## src/rtl/msp_pkg.sv

```systemverilog
// Shared types, constants and the CRC byte step for the motor speed packet former.
// No dependencies; every other file in rtl/ imports this package.
package msp_pkg;

   localparam int unsigned VALUE_W = 16;
   localparam int unsigned BYTE_W = 8;
   localparam int unsigned SPEED_W = 7;
   localparam int unsigned PROD_W = 23;
   localparam int unsigned CRC_W = 16;
   localparam int unsigned QUEUE_DEPTH_DEFAULT = 4;

   localparam logic [BYTE_W-1:0] DEV_ADDR_RESET = 8'h80;
   localparam logic [BYTE_W-1:0] CMD_FORWARD = 8'h00;
   localparam logic [BYTE_W-1:0] CMD_BACKWARD = 8'h01;
   localparam logic [SPEED_W-1:0] SPEED_SCALE = 7'd127;
   localparam logic [PROD_W-1:0] ROUND_HALF = 23'd16384;
   localparam logic [CRC_W-1:0] CRC_POLY = 16'h1021;
   localparam logic [CRC_W-1:0] CRC_TOP = 16'h8000;

   typedef struct packed {
      logic axis_present;
      logic signed [VALUE_W-1:0] axis_value;
   } req_type;

   typedef struct packed {
      logic [BYTE_W-1:0] packet_byte;
      logic last_byte;
   } rsp_type;

   // One classified command waiting for the serializer.
   typedef struct packed {
      logic backward;
      logic [SPEED_W-1:0] speed;
   } entry_type;

   typedef enum logic [2:0] {
      SEL_IDLE,
      SEL_ADDR,
      SEL_CMD,
      SEL_SPEED,
      SEL_CRC_HI,
      SEL_CRC_LO
   } byte_sel_type;

   // Feed one byte, MSB first, into a CRC16 with polynomial 0x1021.
   function automatic logic [CRC_W-1:0] crc_feed(input logic [CRC_W-1:0] crc,
                                                 input logic [BYTE_W-1:0] data);
      logic [CRC_W-1:0] c;
      c = crc ^ {data, {(CRC_W-BYTE_W){1'b0}}};
      for (int k = 0; k < BYTE_W; k++) begin
         if ((c & CRC_TOP) != '0) begin
            c = {c[CRC_W-2:0], 1'b0} ^ CRC_POLY;
         end else begin
            c = {c[CRC_W-2:0], 1'b0};
         end
      end
      return c;
   endfunction

endpackage

```

## src/rtl/msp_front.sv

```systemverilog
// Front end: accepts request items, scales the axis sample to a speed and direction.
// Depends on msp_pkg.
module msp_front (
   input  logic                req_push,
   input  msp_pkg::req_type    req_data,
   input  logic                queue_full,
   output logic                req_full,
   output logic                queue_push,
   output msp_pkg::entry_type  queue_entry
);
   import msp_pkg::*;

   logic                accept;
   logic                negative;
   logic [VALUE_W-1:0]  magnitude;
   logic [PROD_W-1:0]   product;
   logic [PROD_W-1:0]   rounded;
   logic [SPEED_W-1:0]  speed;

   assign req_full = queue_full;
   assign accept = req_push && !queue_full;

   always_comb begin
      negative = req_data.axis_value[VALUE_W-1];
      magnitude = negative ? (~req_data.axis_value + 1'b1) : req_data.axis_value;
      product = PROD_W'(magnitude) * PROD_W'(SPEED_SCALE);
      rounded = product + ROUND_HALF;
      speed = rounded[PROD_W-2 -: SPEED_W];
   end

   // Drop items without an axis; zero speed always goes forward.
   assign queue_push = accept && req_data.axis_present;
   assign queue_entry.backward = negative && (speed != '0);
   assign queue_entry.speed = speed;

endmodule

```

## src/rtl/msp_queue.sv

```systemverilog
// Short queue of classified commands between the front end and the serializer.
// Depends on msp_pkg.
module msp_queue #(
   parameter int unsigned DEPTH = msp_pkg::QUEUE_DEPTH_DEFAULT
) (
   input  logic                clock,
   input  logic                reset,
   input  logic                push,
   input  msp_pkg::entry_type  push_entry,
   output logic                full,
   input  logic                pop,
   output logic                head_valid,
   output msp_pkg::entry_type  head_entry
);
   import msp_pkg::*;

   localparam int unsigned PTR_W = (DEPTH > 1) ? $clog2(DEPTH) : 1;
   localparam int unsigned CNT_W = $clog2(DEPTH + 1);

   entry_type         mem [DEPTH];
   entry_type         head_ff;
   logic [PTR_W-1:0]  wr_ptr_ff, wr_ptr_in;
   logic [PTR_W-1:0]  rd_ptr_ff, rd_ptr_in;
   logic [CNT_W-1:0]  count_ff, count_in;
   logic [CNT_W-1:0]  count_mid;
   logic              do_push;
   logic              do_pop;

   function automatic logic [PTR_W-1:0] ptr_next(input logic [PTR_W-1:0] p);
      return (p == PTR_W'(DEPTH - 1)) ? '0 : p + 1'b1;
   endfunction

   assign full = (count_ff == CNT_W'(DEPTH));
   assign head_valid = (count_ff != '0);
   assign head_entry = head_ff;
   assign do_pop = pop && head_valid;
   assign do_push = push && !full;

   always_comb begin
      count_mid = count_ff - CNT_W'(do_pop);
      count_in = count_mid + CNT_W'(do_push);
      wr_ptr_in = do_push ? ptr_next(wr_ptr_ff) : wr_ptr_ff;
      rd_ptr_in = do_pop ? ptr_next(rd_ptr_ff) : rd_ptr_ff;
   end

   always_ff @(posedge clock) begin
      if (reset) begin
         wr_ptr_ff <= '0;
         rd_ptr_ff <= '0;
         count_ff <= '0;
      end else begin
         wr_ptr_ff <= wr_ptr_in;
         rd_ptr_ff <= rd_ptr_in;
         count_ff <= count_in;
      end
   end

   // Registered head read; bypass an item that lands in an empty queue.
   always_ff @(posedge clock) begin
      if (do_push) begin
         mem[wr_ptr_ff] <= push_entry;
      end
      if (do_push && (count_mid == '0)) begin
         head_ff <= push_entry;
      end else begin
         head_ff <= mem[rd_ptr_in];
      end
   end

endmodule

```

## src/rtl/msp_back.sv

```systemverilog
// Back end: serializes one command into five packet bytes and builds the CRC on the way.
// Depends on msp_pkg.
module msp_back (
   input  logic                clock,
   input  logic                reset,
   input  logic [msp_pkg::BYTE_W-1:0] device_address,
   input  logic                head_valid,
   input  msp_pkg::entry_type  head_entry,
   output logic                queue_pop,
   input  logic                rsp_pop,
   output logic                rsp_empty,
   output msp_pkg::rsp_type    rsp_data
);
   import msp_pkg::*;

   byte_sel_type      state_ff, state_in;
   entry_type         entry_ff;
   logic [CRC_W-1:0]  crc_ff;
   logic              taken;
   logic              load;

   assign taken = rsp_pop && !rsp_empty;
   assign load = head_valid && ((state_ff == SEL_IDLE) || ((state_ff == SEL_CRC_LO) && taken));
   assign queue_pop = load;

   always_comb begin
      state_in = state_ff;
      case (state_ff)
         SEL_IDLE:   if (head_valid) state_in = SEL_ADDR;
         SEL_ADDR:   if (taken) state_in = SEL_CMD;
         SEL_CMD:    if (taken) state_in = SEL_SPEED;
         SEL_SPEED:  if (taken) state_in = SEL_CRC_HI;
         SEL_CRC_HI: if (taken) state_in = SEL_CRC_LO;
         SEL_CRC_LO: if (taken) state_in = head_valid ? SEL_ADDR : SEL_IDLE;
         default:    state_in = SEL_IDLE;
      endcase
   end

   always_comb begin
      rsp_empty = 1'b0;
      rsp_data.last_byte = 1'b0;
      rsp_data.packet_byte = '0;
      case (state_ff)
         SEL_IDLE:   rsp_empty = 1'b1;
         SEL_ADDR:   rsp_data.packet_byte = device_address;
         SEL_CMD:    rsp_data.packet_byte = entry_ff.backward ? CMD_BACKWARD : CMD_FORWARD;
         SEL_SPEED:  rsp_data.packet_byte = BYTE_W'(entry_ff.speed);
         SEL_CRC_HI: rsp_data.packet_byte = crc_ff[CRC_W-1 -: BYTE_W];
         SEL_CRC_LO: begin
            rsp_data.packet_byte = crc_ff[BYTE_W-1:0];
            rsp_data.last_byte = 1'b1;
         end
         default:    rsp_empty = 1'b1;
      endcase
   end

   always_ff @(posedge clock) begin
      if (reset) begin
         state_ff <= SEL_IDLE;
      end else begin
         state_ff <= state_in;
      end
   end

   // Fold each header byte into the CRC as it leaves.
   always_ff @(posedge clock) begin
      if (load) begin
         entry_ff <= head_entry;
         crc_ff <= '0;
      end else if (taken && ((state_ff == SEL_ADDR) || (state_ff == SEL_CMD) ||
                             (state_ff == SEL_SPEED))) begin
         crc_ff <= crc_feed(crc_ff, rsp_data.packet_byte);
      end
   end

endmodule

```

## src/rtl/motor_speed_packet_former.sv

```systemverilog
// Top level of the motor speed packet former: address register, front end, queue, serializer.
// Depends on msp_pkg, msp_front, msp_queue and msp_back.
//
//   channel  ports                                   direction  moves
//   request  req_push, req_full, req_data            in         one axis sample item
//   response rsp_empty, rsp_pop, rsp_data            out        one packet byte item
//   csr      csr_write_enable, csr_write_data        in         device address, no read-back
//
// Each sample with an axis yields five byte items, one per cycle while rsp_pop stays
// high; the byte serializer sets the sustained sample rate.
// The front end takes one sample per cycle until the QUEUE_DEPTH-entry queue fills;
// a sample without an axis is taken as well but emits nothing.
// With the serializer idle, a taken sample is written into the queue, then loaded into
// the serializer, whose address state shows the first byte.
// Reset is synchronous and active high: it empties the queue, idles the serializer and
// sets the device address to 0x80. Low rsp_pop holds the shown byte; req_full backs up
// the request side only once the queue is full.
module motor_speed_packet_former #(
   parameter int unsigned QUEUE_DEPTH = msp_pkg::QUEUE_DEPTH_DEFAULT
) (
   input  logic                          clock,
   input  logic                          reset,
   input  logic                          req_push,
   output logic                          req_full,
   input  msp_pkg::req_type              req_data,
   output logic                          rsp_empty,
   input  logic                          rsp_pop,
   output msp_pkg::rsp_type              rsp_data,
   input  logic                          csr_write_enable,
   input  logic [msp_pkg::BYTE_W-1:0]    csr_write_data
);
   import msp_pkg::*;

   logic [BYTE_W-1:0]  device_address_ff;
   logic               queue_full;
   logic               queue_push;
   entry_type          queue_entry;
   logic               queue_pop;
   logic               head_valid;
   entry_type          head_entry;

   // Hold the device address; the user must write it only while the block is idle (not enforced here).
   always_ff @(posedge clock) begin
      if (reset) begin
         device_address_ff <= DEV_ADDR_RESET;
      end else if (csr_write_enable) begin
         device_address_ff <= csr_write_data;
      end
   end

   // Classify samples: drop those without an axis, scale the rest.
   msp_front u_front (
      .req_push    (req_push),
      .req_data    (req_data),
      .queue_full  (queue_full),
      .req_full    (req_full),
      .queue_push  (queue_push),
      .queue_entry (queue_entry)
   );

   // Decouple the sample side from the byte side.
   msp_queue #(
      .DEPTH (QUEUE_DEPTH)
   ) u_queue (
      .clock      (clock),
      .reset      (reset),
      .push       (queue_push),
      .push_entry (queue_entry),
      .full       (queue_full),
      .pop        (queue_pop),
      .head_valid (head_valid),
      .head_entry (head_entry)
   );

   // Advance through the five packet bytes, one per accepted item.
   msp_back u_back (
      .clock          (clock),
      .reset          (reset),
      .device_address (device_address_ff),
      .head_valid     (head_valid),
      .head_entry     (head_entry),
      .queue_pop      (queue_pop),
      .rsp_pop        (rsp_pop),
      .rsp_empty      (rsp_empty),
      .rsp_data       (rsp_data)
   );

endmodule

```

## config.mk

```make
export PLATFORM = sky130hd
export DESIGN_NAME = motor_speed_packet_former
export DESIGN_NICKNAME = d
export VERILOG_FILES = /design/src/rtl/msp_pkg.sv /design/src/rtl/msp_front.sv /design/src/rtl/msp_queue.sv /design/src/rtl/msp_back.sv /design/src/rtl/motor_speed_packet_former.sv
export SDC_FILE = /design/constraint.sdc
export NUM_CORES = 1
export LEC_CHECK = 0
export CAP_MARGIN = 20
export CORE_MARGIN = 4
export CORE_UTILIZATION = 60
export DETAILED_ROUTE_END_ITERATION = 8
export DONT_BUFFER_PORTS = 1
export PLACE_DENSITY = 0.86
export SKIP_CTS_REPAIR_TIMING = 1
export SKIP_LAST_GASP = 1
export SLEW_MARGIN = 20
export SYNTH_ARGS = -nofsm -noshare
export SYNTH_HDL_FRONTEND = slang
export SYNTH_SLANG_ARGS = --single-unit
```

## constraint.sdc

```tcl
create_clock -name clock -period 8.87 [get_ports clock]
set_input_delay 0 -clock clock [delete_from_list [all_inputs] [get_ports clock]]
set_output_delay 0 -clock clock [all_outputs]
set_load 0.05 [all_outputs]
```

==> results.json <==
{
  "drc": 0,
  "worst_slack_ns": 2.45,
  "gp_congestion": 0.909,
  "crit_path_end_kind": "flop",
  "setup_tns_ns": 0,
  "dr.first_iter.drc_count": 362,
  "hold_violations": 0,
  "synth_top_area_frac": 0.180,
  "h-tree-depth": 3,
  "synth_top_cell_by_area": "edfxtp_1",
  "synth_area_per_cell_um2": 9.94,
  "num-fill-cells": 799,
  "dp_hpwl_mm": 10.4,
  "io_pins": 41,
  "synth_edf_count": 40,
  "worstSetupStartpoint": "req_data[3]",
  "r2r-start": "u_back.state_ff[0]$_SDFFE_PP0P_",
  "first_global_vias": 4963,
  "maxCapViolCount": 0,
  "hold_path_class": "primary input to flop",
  "cts_root_buf": "clkbuf_8",
  "via_count": 4882,
  "cp_data_required_time_ns": 8.93,
  "critPathArrivalTime_ns": 6.48,
  "ys.warnings.count": 0,
  "rows": 38,
  "critPathMaxFanout": 6,
  "critical_path_class": "primary input to flop",
  "period_share": 0.724,
  "antenna_found_initial": 1,
  "path_delay_family": "adder cells",
  "drt_wl_total_mm": 13.7,
  "clock_sinks": 82,
  "via_per_inst": 5.84,
  "grt_usage": 0.214,
  "final_nets": 822,
  "grt_pass1_wl_mm": 22.6,
  "synth_fp_nets": 803,
  "seq_area_frac_synth": 0.306,
  "ys.flop_type": "dfxtp_1",
  "outcome": "finished clean",
  "max_freq_mhz": 156,
  "netlist_area_um2": 6680,
  "path_cells": "or4_1 -> or3_1 -> nor3_1 -> nand2b_1 -> o31ai_1 -> xnor2_1 -> inv_1 -> fa_1 -> fa_1 -> inv_1 -> fa_1 -> inv_1 -> fa_1 -> inv_1 -> ha_1 -> nand2_1 -> a211oi_1 -> a21oi_1 -> mux2i_1 -> a2bb2oi_1 -> nor4b_1 -> nor2_1",
  "cts_buffer_depth": 2,
  "clk_pin_slew_ns": 0.08,
  "synthArstFlopShare": 0,
  "setup_viol": 0,
  "relSlewSlack": 0.213,
  "ys_top_cells_by_count": "inv_1, ha_1, nor2_1, xnor2_1, fa_1",
  "rsz0062_at_grt": "no",
  "port_buffers": 0,
  "skew_ns": 0.0117,
  "cts_buffers": 9,
  "drv_slew": 0,
  "overflow": 0,
  "period_needed_ns": 6.42,
  "wl_per_cell_um": 16.4,
  "preCtsSetupSlack_ns": 2.19,
  "ys_top_cells_by_area": "edfxtp_1, fa_1, dfxtp_1",
  "worstMarginPinSlew_ns": 1.18,
  "path_buf_inv": 4,
  "ys_ff_latch": 82,
  "synth_cells": 672,
  "die_h_um": 114,
  "layout-drive-gt1-share": 0.0647,
  "diodes": 0,
  "grt_max_degree": 23,
  "first_pass_iters": 5,
  "min_from": "rsp_pop",
  "detail-route-antenna-nets": 0,
  "cp-start-kind": "primary input",
  "yosysMostFrequentCell": "inv_1",
  "cts_tree": "done",
  "insertion_delay_ns": 0.35,
  "design.die.area_um2": 12900,
  "initial_core_util": 0.614,
  "synth_cell_types": 56,
  "die_w_um": 114,
  "crit_path_max_incr_delay_ns": 0.56,
  "core_um2": 10900,
  "area_delta_synth_final_pct": 7.49,
  "crit_slowest_cell": "or4_1"
}
## registers in the layout, indices dropped and copies added (netlist names)
name	cells
u_queue.head_entry	8
device_address_ff	8
u_queue.mem	32
u_queue.count_ff	3
u_back.crc_ff	16
u_back.entry_ff	8
u_queue.rd_ptr_ff	2
u_back.state_ff	3
u_queue.wr_ptr_ff	2
## final timing paths
check	to	slack, ns	depth (start not counted)
max	u_queue.mem[1][7]$_DFFE_PP_	2.45	22
min	u_back.state_ff[0]$_SDFFE_PP0P_	0.0003	3
max reg2reg	u_queue.head_entry[3]$_DFF_P_	5.31	5
min reg2reg	u_back.entry_ff[5]$_DFFE_PP_	0.41	0
## routing by layer
metal | vias to the layer above | track usage | wire length, um | share of wire
met2 | 141 | 0.374 | 7120 | 0.52
li1 | 2306 | - | - | -
met3 | 22 | 0.0393 | 700 | 0.051
met1 | 2411 | 0.267 | 5580 | 0.41
met4 | 2 | 0.0737 | 294 | 0.021
met5 | - | 0 | 7 | 0.00051
## cell usage in the layout (no fill, tap or decap), drive strengths merged, types with 19 or more instances in the layout
master and n:
dlygate4sd3 19, a21oi 24, nand2 35, ha 57, inv 105, dfxtp 42, edfxtp 40, xnor2 48
nor2 54, mux2i 28, fa 44
## stage by stage
stage / hold WS (ns) / area (um^2) / cells / util
after floorplan: 0.118 / 6680 / 672 / -
after global placement: 0.0763 / 6820 / 798 / 0.626
after detailed placement: 0.0786 / 6820 / 798 / 0.626
after CTS: -0.295 / 6980 / 814 / 0.641
after global routing: -0.00118 / 7180 / 836 / 0.660
final: 0.000289 / 7180 / 836 / 0.660
## tightest hold or removal path, delay by kind of cell
| family | cells | cell delay [ns] |
|---|---|---|
| compound gates | 1 | 0.15 |
| simple gates | 2 | 0.15 |
## cell families (layout without fill, tap and decap cells)
kind of cell	count (synthesis)	in the layout	share of synthesized area
compound gates	100	100	0.101
flops	82	82	0.306
fa+ha+maj	106	106	0.246
buf+inv	122	146	0.0695
mux	44	44	0.0830
xor+xnor	65	65	0.0852
simple gates	153	153	0.109
## layout make-up
class | instances | area (um^2) | share of cell area
clock buffers | 12 | 145 | 0.0202
clock inverters | 4 | 20.0 | 0.00279
inverters | 105 | 394 | 0.0549
multi-input cells | 468 | 4180 | 0.582
flip-flops and latches | 82 | 2040 | 0.284
well taps | 140 | 175 | 0.0244
repair buffers | 25 | 224 | 0.0312
Power is left out: the tool's default activity adds up to more than one toggle a clock period on the data nets, which glitch-free logic cannot reach.
